## src/vcsd_pkg.sv

```systemverilog
// vcsd_pkg: shared types and constants of the sound-log command stream decoder.
// No dependencies; every other file except vcsd_if takes names from here by scope.
package vcsd_pkg;

    // Width of the saturating sample-delay accumulator (17..32).
    localparam int DELAY_BITS = 32;

    // Depth of the operation queue between front and back.
    localparam int Q_DEPTH = 4;
    localparam int Q_PTR_W = $clog2(Q_DEPTH);
    localparam int Q_CNT_W = $clog2(Q_DEPTH + 1);

    // Command bytes.
    localparam logic [7:0] CMD_SKIP    = 8'h4f;
    localparam logic [7:0] CMD_PSG     = 8'h50;
    localparam logic [7:0] CMD_YM      = 8'h51;
    localparam logic [7:0] CMD_WAIT16  = 8'h61;
    localparam logic [7:0] CMD_WAIT735 = 8'h62;
    localparam logic [7:0] CMD_WAIT882 = 8'h63;
    localparam logic [7:0] CMD_END     = 8'h66;
    localparam logic [3:0] CMD_WAITN   = 4'h7;

    // Link prefixes.
    localparam logic [7:0] LINK_PSG = 8'h40;
    localparam logic [7:0] LINK_YM  = 8'h80;

    localparam logic [15:0] NTSC_FRAME = 16'd735;
    localparam logic [15:0] PAL_FRAME  = 16'd882;

    // Result kinds.
    localparam logic [1:0] KIND_DELAY   = 2'd0;
    localparam logic [1:0] KIND_LINK    = 2'd1;
    localparam logic [1:0] KIND_END     = 2'd2;
    localparam logic [1:0] KIND_UNKNOWN = 2'd3;

    typedef enum logic [1:0] {
        OP_ADD,
        OP_WRITE,
        OP_END,
        OP_UNKNOWN
    } t_op_kind;

    // head: first link byte or unknown code; arg: delay amount or data byte.
    typedef struct packed {
        t_op_kind    kind;
        logic [7:0]  head;
        logic [15:0] arg;
    } t_op;

    typedef struct packed {
        logic full;
        logic head_valid;
    } t_q_stat;

endpackage

```

## src/vcsd_if.sv

```systemverilog
// vcsd_if: valid/ready channel interfaces for stream bytes and results.
// Depends on nothing.
interface vcsd_byte_if;
    logic       valid;
    logic       ready;
    logic [7:0] stream_byte;

    modport source (output valid, output stream_byte, input ready);
    modport sink   (input valid, input stream_byte, output ready);
endinterface

interface vcsd_result_if;
    logic        valid;
    logic        ready;
    logic [1:0]  kind;
    logic [31:0] value;
    logic        last;

    modport source (output valid, output kind, output value, output last, input ready);
    modport sink   (input valid, input kind, input value, input last, output ready);
endinterface

```

## src/vcsd_front.sv

```systemverilog
// vcsd_front: byte parser; turns stream bytes into queue operations.
// Depends on vcsd_pkg and vcsd_byte_if.
module vcsd_front (
    input  logic              i_clk,
    input  logic              i_rst_n,
    vcsd_byte_if.sink         i_in,
    input  vcsd_pkg::t_q_stat i_q_stat,
    output logic              o_push,
    output vcsd_pkg::t_op     o_op
);

    typedef enum logic [2:0] {
        PH_CMD,
        PH_SKIP,
        PH_PSG,
        PH_YM_ADDR,
        PH_YM_DATA,
        PH_WAIT_LO,
        PH_WAIT_HI
    } t_phase;

    t_phase     r_phase, n_phase;
    logic [7:0] r_addr, n_addr;
    logic [7:0] r_wait_lo, n_wait_lo;
    logic       accept;
    logic [7:0] b;

    assign i_in.ready = !i_q_stat.full;
    assign accept     = i_in.valid && i_in.ready;
    assign b          = i_in.stream_byte;

    always_comb begin
        n_phase   = r_phase;
        n_addr    = r_addr;
        n_wait_lo = r_wait_lo;
        o_push    = 1'b0;
        o_op      = '{kind: vcsd_pkg::OP_ADD, head: 8'h00, arg: 16'h0000};
        if (accept) begin
            case (r_phase)
                PH_SKIP: begin
                    n_phase = PH_CMD;
                end
                PH_PSG: begin
                    n_phase = PH_CMD;
                    o_push  = 1'b1;
                    o_op    = '{kind: vcsd_pkg::OP_WRITE, head: vcsd_pkg::LINK_PSG,
                                arg: {8'h00, b}};
                end
                PH_YM_ADDR: begin
                    n_addr  = b;
                    n_phase = PH_YM_DATA;
                end
                PH_YM_DATA: begin
                    n_phase = PH_CMD;
                    o_push  = 1'b1;
                    o_op    = '{kind: vcsd_pkg::OP_WRITE,
                                head: vcsd_pkg::LINK_YM | r_addr, arg: {8'h00, b}};
                end
                PH_WAIT_LO: begin
                    n_wait_lo = b;
                    n_phase   = PH_WAIT_HI;
                end
                PH_WAIT_HI: begin
                    n_phase = PH_CMD;
                    o_push  = 1'b1;
                    o_op    = '{kind: vcsd_pkg::OP_ADD, head: 8'h00, arg: {b, r_wait_lo}};
                end
                default: begin
                    // command byte (also any stray phase code)
                    n_phase = PH_CMD;
                    if (b == vcsd_pkg::CMD_SKIP) begin
                        n_phase = PH_SKIP;
                    end else if (b == vcsd_pkg::CMD_PSG) begin
                        n_phase = PH_PSG;
                    end else if (b == vcsd_pkg::CMD_YM) begin
                        n_phase = PH_YM_ADDR;
                    end else if (b == vcsd_pkg::CMD_WAIT16) begin
                        n_phase = PH_WAIT_LO;
                    end else if (b == vcsd_pkg::CMD_WAIT735) begin
                        o_push = 1'b1;
                        o_op   = '{kind: vcsd_pkg::OP_ADD, head: 8'h00,
                                   arg: vcsd_pkg::NTSC_FRAME};
                    end else if (b == vcsd_pkg::CMD_WAIT882) begin
                        o_push = 1'b1;
                        o_op   = '{kind: vcsd_pkg::OP_ADD, head: 8'h00,
                                   arg: vcsd_pkg::PAL_FRAME};
                    end else if (b == vcsd_pkg::CMD_END) begin
                        o_push = 1'b1;
                        o_op   = '{kind: vcsd_pkg::OP_END, head: 8'h00, arg: 16'h0000};
                    end else if (b[7:4] == vcsd_pkg::CMD_WAITN) begin
                        o_push = 1'b1;
                        o_op   = '{kind: vcsd_pkg::OP_ADD, head: 8'h00,
                                   arg: {12'h000, b[3:0]} + 16'd1};
                    end else begin
                        o_push = 1'b1;
                        o_op   = '{kind: vcsd_pkg::OP_UNKNOWN, head: b, arg: 16'h0000};
                    end
                end
            endcase
        end
    end

    always_ff @(posedge i_clk) begin
        if (!i_rst_n) begin
            r_phase   <= PH_CMD;
            r_addr    <= 8'h00;
            r_wait_lo <= 8'h00;
        end else begin
            r_phase   <= n_phase;
            r_addr    <= n_addr;
            r_wait_lo <= n_wait_lo;
        end
    end

endmodule

```

## src/vcsd_queue.sv

```systemverilog
// vcsd_queue: small register FIFO of operations between front and back.
// Depends on vcsd_pkg.
module vcsd_queue (
    input  logic               i_clk,
    input  logic               i_rst_n,
    input  logic               i_push,
    input  vcsd_pkg::t_op      i_op,
    input  logic               i_pop,
    output vcsd_pkg::t_op      o_head,
    output vcsd_pkg::t_q_stat  o_stat
);

    vcsd_pkg::t_op                  r_mem [vcsd_pkg::Q_DEPTH];
    logic [vcsd_pkg::Q_PTR_W-1:0]   r_wr_ptr, r_rd_ptr;
    logic [vcsd_pkg::Q_CNT_W-1:0]   r_count;
    logic                           do_push, do_pop;

    assign o_stat.full       = (r_count == vcsd_pkg::Q_CNT_W'(vcsd_pkg::Q_DEPTH));
    assign o_stat.head_valid = (r_count != '0);
    assign o_head            = r_mem[r_rd_ptr];
    assign do_push           = i_push && !o_stat.full;
    assign do_pop            = i_pop && o_stat.head_valid;

    always_ff @(posedge i_clk) begin
        if (!i_rst_n) begin
            r_wr_ptr <= '0;
            r_rd_ptr <= '0;
            r_count  <= '0;
        end else begin
            if (do_push) begin
                r_wr_ptr <= r_wr_ptr + 1'b1;
            end
            if (do_pop) begin
                r_rd_ptr <= r_rd_ptr + 1'b1;
            end
            case ({do_push, do_pop})
                2'b10:   r_count <= r_count + 1'b1;
                2'b01:   r_count <= r_count - 1'b1;
                default: r_count <= r_count;
            endcase
        end
        if (do_push) begin
            r_mem[r_wr_ptr] <= i_op;
        end
    end

endmodule

```

## src/vcsd_back.sv

```systemverilog
// vcsd_back: executes queued operations, keeps the delay accumulator and
// drives the registered result channel. Depends on vcsd_pkg and vcsd_result_if.
module vcsd_back (
    input  logic              i_clk,
    input  logic              i_rst_n,
    input  vcsd_pkg::t_op     i_head,
    input  vcsd_pkg::t_q_stat i_q_stat,
    output logic              o_pop,
    vcsd_result_if.source     o_out
);

    typedef enum logic [1:0] {
        WS_DELAY,
        WS_ADDR,
        WS_DATA
    } t_wstep;

    t_wstep                          r_wstep, n_wstep;
    logic [vcsd_pkg::DELAY_BITS-1:0] r_delay, n_delay;
    logic                            r_valid, n_valid;
    logic [1:0]                      r_kind, n_kind;
    logic [31:0]                     r_value, n_value;
    logic                            r_last, n_last;
    logic                            slot_free;
    logic [vcsd_pkg::DELAY_BITS:0]   sum;

    assign o_out.valid = r_valid;
    assign o_out.kind  = r_kind;
    assign o_out.value = r_value;
    assign o_out.last  = r_last;

    assign slot_free = !r_valid || o_out.ready;
    assign sum = {1'b0, r_delay} + (vcsd_pkg::DELAY_BITS + 1)'(i_head.arg);

    always_comb begin
        n_wstep = r_wstep;
        n_delay = r_delay;
        n_valid = r_valid && !o_out.ready;
        n_kind  = r_kind;
        n_value = r_value;
        n_last  = r_last;
        o_pop   = 1'b0;
        if (i_q_stat.head_valid) begin
            case (i_head.kind)
                vcsd_pkg::OP_ADD: begin
                    o_pop   = 1'b1;
                    n_delay = sum[vcsd_pkg::DELAY_BITS] ? '1
                                                        : sum[vcsd_pkg::DELAY_BITS-1:0];
                end
                vcsd_pkg::OP_END: begin
                    if (slot_free) begin
                        o_pop   = 1'b1;
                        n_valid = 1'b1;
                        n_kind  = vcsd_pkg::KIND_END;
                        n_value = 32'd0;
                        n_last  = 1'b1;
                    end
                end
                vcsd_pkg::OP_UNKNOWN: begin
                    if (slot_free) begin
                        o_pop   = 1'b1;
                        n_valid = 1'b1;
                        n_kind  = vcsd_pkg::KIND_UNKNOWN;
                        n_value = {24'h000000, i_head.head};
                        n_last  = 1'b1;
                    end
                end
                default: begin
                    // register write: optional delay, then prefix and data bytes
                    if (slot_free) begin
                        n_valid = 1'b1;
                        n_kind  = vcsd_pkg::KIND_LINK;
                        n_last  = 1'b0;
                        case (r_wstep)
                            WS_DELAY: begin
                                if (r_delay != '0) begin
                                    n_kind  = vcsd_pkg::KIND_DELAY;
                                    n_value = 32'(r_delay);
                                    n_delay = '0;
                                    n_wstep = WS_ADDR;
                                end else begin
                                    n_value = {24'h000000, i_head.head};
                                    n_wstep = WS_DATA;
                                end
                            end
                            WS_ADDR: begin
                                n_value = {24'h000000, i_head.head};
                                n_wstep = WS_DATA;
                            end
                            default: begin
                                n_value = {24'h000000, i_head.arg[7:0]};
                                n_last  = 1'b1;
                                n_wstep = WS_DELAY;
                                o_pop   = 1'b1;
                            end
                        endcase
                    end
                end
            endcase
        end
    end

    always_ff @(posedge i_clk) begin
        if (!i_rst_n) begin
            r_wstep <= WS_DELAY;
            r_delay <= '0;
            r_valid <= 1'b0;
        end else begin
            r_wstep <= n_wstep;
            r_delay <= n_delay;
            r_valid <= n_valid;
        end
        r_kind  <= n_kind;
        r_value <= n_value;
        r_last  <= n_last;
    end

endmodule

```

## src/vgm_command_stream_decoder_core.sv

```systemverilog
// vgm_command_stream_decoder_core: top level of the sound-log command stream
// decoder; depends on vcsd_pkg, vcsd_if, vcsd_front, vcsd_queue and vcsd_back.
// The decoder takes one command-stream byte per transaction and returns
// results of kind delay (pending 44.1 kHz samples), link byte, end/loop
// marker or unknown command; the last result caused by a byte carries last=1.
// Wait commands (0x61 lo hi, 0x62, 0x63, 0x7n) only add to a saturating delay
// accumulator; the pending delay is flushed as one delay result just before
// the two link bytes of the next PSG (0x50) or YM (0x51) write.
// Rate: the front parser accepts a byte in every cycle in which the
// four-entry operation queue has room, so input bytes go in back to back.
// The back end retires a wait even while the result channel stalls and
// emits one result per cycle while the channel is ready, so a write gives
// two or three results and end/unknown give one; the back end's single
// output register sets the sustained rate, at most three results for two
// bytes on a write-heavy stream. A byte's first result passes through the
// queue entry and then the back end's output register. There is no clearing
// pass: the block takes bytes from the first cycle after reset.
module vgm_command_stream_decoder_core (
    input  logic           i_clk,
    input  logic           i_rst_n,
    vcsd_byte_if.sink      i_in,
    vcsd_result_if.source  o_out
);

    // front -> queue
    logic              push;
    vcsd_pkg::t_op     push_op;
    // queue <-> back
    logic              pop;
    vcsd_pkg::t_op     head_op;
    vcsd_pkg::t_q_stat q_stat;

    // Parser: phase, pending register address and low wait byte live here.
    vcsd_front u_front (
        .i_clk    (i_clk),
        .i_rst_n  (i_rst_n),
        .i_in     (i_in),
        .i_q_stat (q_stat),
        .o_push   (push),
        .o_op     (push_op)
    );

    // Decouples byte intake from result emission.
    vcsd_queue u_queue (
        .i_clk   (i_clk),
        .i_rst_n (i_rst_n),
        .i_push  (push),
        .i_op    (push_op),
        .i_pop   (pop),
        .o_head  (head_op),
        .o_stat  (q_stat)
    );

    // Executor: delay accumulator, write sequencing, output register.
    vcsd_back u_back (
        .i_clk    (i_clk),
        .i_rst_n  (i_rst_n),
        .i_head   (head_op),
        .i_q_stat (q_stat),
        .o_pop    (pop),
        .o_out    (o_out)
    );

    // No result may appear in the cycle after reset.
    a_no_out_after_reset: assert property (@(posedge i_clk)
        !i_rst_n |=> !o_out.valid)
        else $error("result valid right after reset");

    // A full queue must hold off the byte stream.
    a_full_blocks_input: assert property (@(posedge i_clk) disable iff (!i_rst_n)
        q_stat.full |-> !i_in.ready)
        else $error("byte accepted while queue full");

    // A flushed delay is never zero and is always followed by link bytes.
    a_delay_shape: assert property (@(posedge i_clk) disable iff (!i_rst_n)
        (o_out.valid && o_out.kind == vcsd_pkg::KIND_DELAY)
            |-> (o_out.value != 32'd0 && !o_out.last))
        else $error("bad delay result");

    // The back end only pops when the queue has an entry.
    a_pop_needs_head: assert property (@(posedge i_clk) disable iff (!i_rst_n)
        pop |-> q_stat.head_valid)
        else $error("pop from empty queue");

endmodule

```

## src/flat_wrapper.sv

```systemverilog
// flat-port wrapper written by rule: the top's interface ports become plain ports
module vgm_command_stream_decoder_core_flat 
  (i_clk, i_rst_n, i_in_valid, i_in_stream_byte, i_in_ready, o_out_valid, o_out_kind, o_out_value, o_out_last, o_out_ready);
  vcsd_byte_if i_in_i ();
  vcsd_result_if o_out_i ();
  input  logic i_clk;
  input  logic i_rst_n;
  input wire logic [$bits(i_in_i.valid)-1:0] i_in_valid;
  input wire logic [$bits(i_in_i.stream_byte)-1:0] i_in_stream_byte;
  output wire logic [$bits(i_in_i.ready)-1:0] i_in_ready;
  output wire logic [$bits(o_out_i.valid)-1:0] o_out_valid;
  output wire logic [$bits(o_out_i.kind)-1:0] o_out_kind;
  output wire logic [$bits(o_out_i.value)-1:0] o_out_value;
  output wire logic [$bits(o_out_i.last)-1:0] o_out_last;
  input wire logic [$bits(o_out_i.ready)-1:0] o_out_ready;
  assign i_in_i.valid = i_in_valid;
  assign i_in_i.stream_byte = i_in_stream_byte;
  assign i_in_ready = i_in_i.ready;
  assign o_out_valid = o_out_i.valid;
  assign o_out_kind = o_out_i.kind;
  assign o_out_value = o_out_i.value;
  assign o_out_last = o_out_i.last;
  assign o_out_i.ready = o_out_ready;
  vgm_command_stream_decoder_core u_core (.i_clk(i_clk), .i_rst_n(i_rst_n), .i_in(i_in_i), .o_out(o_out_i));
endmodule
```

## config.mk

```make
export PLATFORM = sky130hd
export DESIGN_NAME = vgm_command_stream_decoder_core_flat
export DESIGN_NICKNAME = d
export VERILOG_FILES = /design/src/vcsd_pkg.sv /design/src/vcsd_if.sv /design/src/vcsd_front.sv /design/src/vcsd_queue.sv /design/src/vcsd_back.sv /design/src/vgm_command_stream_decoder_core.sv /design/src/flat_wrapper.sv
export SDC_FILE = /design/constraint.sdc
export NUM_CORES = 1
export LEC_CHECK = 0
export BUFFER_PORTS_ARGS = -buffer_cell sky130_fd_sc_hd__buf_2
export CAP_MARGIN = 10
export CORE_UTILIZATION = 55
export CTS_BUF_LIST = sky130_fd_sc_hd__clkbuf_4 sky130_fd_sc_hd__clkbuf_8
export CTS_CLUSTER_SIZE = 10
export DETAILED_ROUTE_END_ITERATION = 8
export PLACE_DENSITY = 0.73
export SLEW_MARGIN = 20
export SYNTH_ARGS = -nofsm -noshare
export SYNTH_HDL_FRONTEND = slang
export SYNTH_SLANG_ARGS = --single-unit
```

## constraint.sdc

```tcl
create_clock -name i_clk -period 8 [get_ports i_clk]
set_clock_uncertainty 0.05 [all_clocks]
set_input_delay 0 -clock i_clk [delete_from_list [all_inputs] [get_ports i_clk]]
set_output_delay 0 -clock i_clk [all_outputs]
set_load 0.02 [all_outputs]
```

==> flow_summary.yaml <==
timing:
  hold_ws_ps: 85.88
  period_needed_ps: 4835
  tightest_slew_ps: 992.3
  setup_viol: 0
  slew_violations: 0
  max_clock_freq_mhz: 206.8
  max_slew_margin: 0.3334
  finalSetupTns_ps: 0
  hold_violations: 0
  finalCritPeriodShare: 0.6044
  rsz0062_at_grt: "no"
place:
  io_buffer_count: 48
  gp_congestion: 0.9482
  hpwlAfterDp_um: 14710
cts:
  ctsHtreeMaxLevel: 2
  clock_path_buffers: 3
  cts_made_buffers: 34
  insertion_delay_ps: 530
  cts_tree: "yes"
  cts_sinks: 201
  clk_pin_slew_ps: 60
  cts_root_buffer: "clkbuf_8"
  cts-resized-gates: 0
setup_path:
  worstReg2RegEnd: "u_core.u_back.r_delay[30]"
  r2r_cells: 9
  path_class: "flip-flop to flip-flop"
  endpoint_kind: "flip-flop"
  critical_path_required_ps: 8350
  crit_fanout: 29
  r2r_slack_ps: 3160
  endpoint: "u_core.u_back.r_delay[30]"
  cp-start-kind: "flip-flop"
  cp_data_arrival_time_ps: 5190
floorplan:
  die_x_um: 133.0
  dieArea_um2: 17700
  start_util: 0.5654
  num_rows: 47
  core_area_um2: 16700
  die_h_um: 133.0
  ioPinCount: 49
cells_and_area:
  diodes: 0
  drive_gt1_frac: 0.1732
  nFillCells: 1299
  area_growth_pct: 12.79
  fin_nets: 908
worst_hold_path:
  hp-class: "input port to flip-flop"
synth:
  postSynthAreaPerCell_um2: 11.73
  synth_edf_count: 139
  synth_nets: 844
  ys_seq_area_frac: 0.5735
  synthCells: 805
  synth_ff_type: "edfxtp_1"
  synthesis.area_um2: 9443
  async_flop_share: 0
  ys_warn_count: 0
  ys_seq_elements: 201
  synth_cell_type_count: 67
grt:
  grt_pass1_wl_um: 34470
  antenna_found_initial: 0
  grt_usage: 0.2502
  grt_max_degree: 44
  grt_pass1_vias: 6774
  grt-ovfl-total: 0
route:
  drt-initial-drc-count: 602
  finalWirelength_um: 21050
  vias_per_cell: 5.994
  num_vias: 6683
  wire_per_inst_um: 18.88
  drc: 0
  dr.pass1.iters: 5
  ant_nets: 0
power_and_ir_drop:
  power_density_nw_per_um2: 335.6
  peakVddDrop_v: 0.0001825
  p_leak_nw: 3.917
outcome:
  outcome: "completed"
run:
  maxCapViolCount: 0
-- registers in the layout, indices dropped and copies added, names as in the netlist, 2 cells and up, named ones only --
signal and count:
u_core.u_front.r_addr 7, u_core.u_front.r_wait_lo 8, u_core.u_back.o_out.value 32, u_core.u_back.r_wstep 2, u_core.u_queue.r_wr_ptr 2, u_core.u_queue.r_mem 104, u_core.u_back.r_delay 32, u_core.u_queue.r_count 3
u_core.u_back.o_out.kind 2, u_core.u_front.r_phase 3, u_core.u_queue.r_rd_ptr 2
-- through the flow --
step           setup WS [ps]  utilization  power (mW)  area, µm²  instances
2_1_floorplan           3973            -       2.358       9443        805
4_1_cts                 3116       0.6372       3.601      10640       1115
6_report                3165       0.6377       3.574      10650       1115
3_5_place_dp            3159       0.5906       2.703       9863       1043
5_1_grt                 2634       0.6377       3.781      10650       1115
3_3_place_gp            3417       0.5906       2.665       9863       1043
-- power by group --
| part | leakage (nW) | switching [mW] | internal (mW) |
|---|---|---|---|
| clock network | 0.360 | 0.397 | 0.493 |
| registers | 1.81 | 0.108 | 1.35 |
| logic | 1.75 | 0.794 | 0.432 |
-- Yosys cell counts (all sizes together), types with 17 or more instances --
library cell  number  area share
clkbuf            28       0.011
nand3             20       0.011
dfxtp             62        0.13
mux4              25       0.060
nand2             47       0.019
nor2              79       0.032
nor3              21       0.011
o21ai             51       0.027
a21oi             56       0.030
and2              44       0.029
inv               26       0.010
edfxtp           139        0.44
ha                25       0.033
mux2i             17       0.018
-- final cells by class --
cell class	count	area, µm²	area share
Multi-Input combinational cell	537	3762	0.3533
Clock inverter	12	72.57	0.006814
Sequential cell	201	5416	0.5086
Tap cell	220	275.3	0.02585
Clock buffer	50	606.8	0.05698
Timing Repair Buffer	68	415.4	0.03900
Inverter	27	101.3	0.009516
-- layer usage --
layer  GRT usage  routed length [µm]  vias to the layer above
met5           0                   0                        -
met4      0.1003                 482                        0
met3     0.03946                 892                       39
met2      0.4514               11170                      222
met1      0.2975                8507                     3262
li1            -                   -                     3160
-- layout by cell type (no fill, tap or decap), types with 4 or more instances in the layout --
cell / netlist / routed
and3_1: 5 / 5
edfxtp_1: 139 / 139
a221oi_1: 10 / 10
nand3_1: 20 / 20
mux4_2: 25 / 25
or3_1: 4 / 4
and2_1: 41 / 41
clkbuf_4: 0 / 13
a22oi_1: 11 / 11
dlygate4sd3_1: 0 / 10
clkinv_1: 1 / 7
xor2_1: 9 / 9
clkbuf_8: 0 / 37
nor3_1: 21 / 19
nor4_1: 8 / 8
a31oi_1: 8 / 8
o21ai_0: 49 / 49
a21oi_1: 55 / 55
nor2_1: 78 / 77
nand4_1: 10 / 10
mux2i_1: 17 / 17
nor2b_1: 7 / 7
nand2b_1: 4 / 4
a21o_1: 5 / 5
o211ai_1: 6 / 6
nand2_1: 47 / 47
ha_1: 25 / 25
buf_4: 0 / 10
a211oi_1: 6 / 6
nor3b_1: 4 / 4
xnor2_1: 11 / 11
buf_2: 8 / 48
inv_1: 24 / 24
dfxtp_1: 62 / 61
-- cell families after synthesis --
| family | synth area share |
|---|---|
| AOI/OAI and AO/OA | 0.1228 |
| xor gates and xnor gates | 0.01855 |
| adders and majority gates | 0.03737 |
| buffers and inverters | 0.02942 |
| DFF | 0.5735 |
| muxes | 0.07924 |
| and+or+nand+nor | 0.1391 |
-- worst min-delay path by stage --
| stage | slack [ps] | cells past startpoint | end | from |
|---|---|---|---|---|
| 2_1_floorplan | 90 | 2 | u_core.u_front.r_addr[6] | i_in_stream_byte[6] |
| 3_3_place_gp | 280 | 3 | u_core.u_front.r_wait_lo[7] | i_in_stream_byte[7] |
| 3_5_place_dp | 280 | 3 | u_core.u_front.r_wait_lo[7] | i_in_stream_byte[7] |
| 4_1_cts | 80 | 5 | u_core.u_queue.r_wr_ptr[0] | i_in_valid |
| 5_1_grt | 200 | 5 | u_core.u_queue.r_wr_ptr[1] | i_in_valid |
| 6_report | 90 | 5 | u_core.u_queue.r_wr_ptr[0] | i_in_valid |
-- what timing repair did --
action | CTS | global route
endpoints found under the hold margin | 58 | 0
setup buffers | 0 | 0
hold buffers | 10 | 0
-- critical path: stages (launching register included) --
cell      delay (ps)
dfxtp_2          960
mux4_2           630
ha_1             400
o211ai_1         130
o211ai_1         290
a31oi_1          200
a21oi_1          770
nor2b_1          730
nand3_1          340
o311ai_0         180
(Power assumes the default switching activity.)
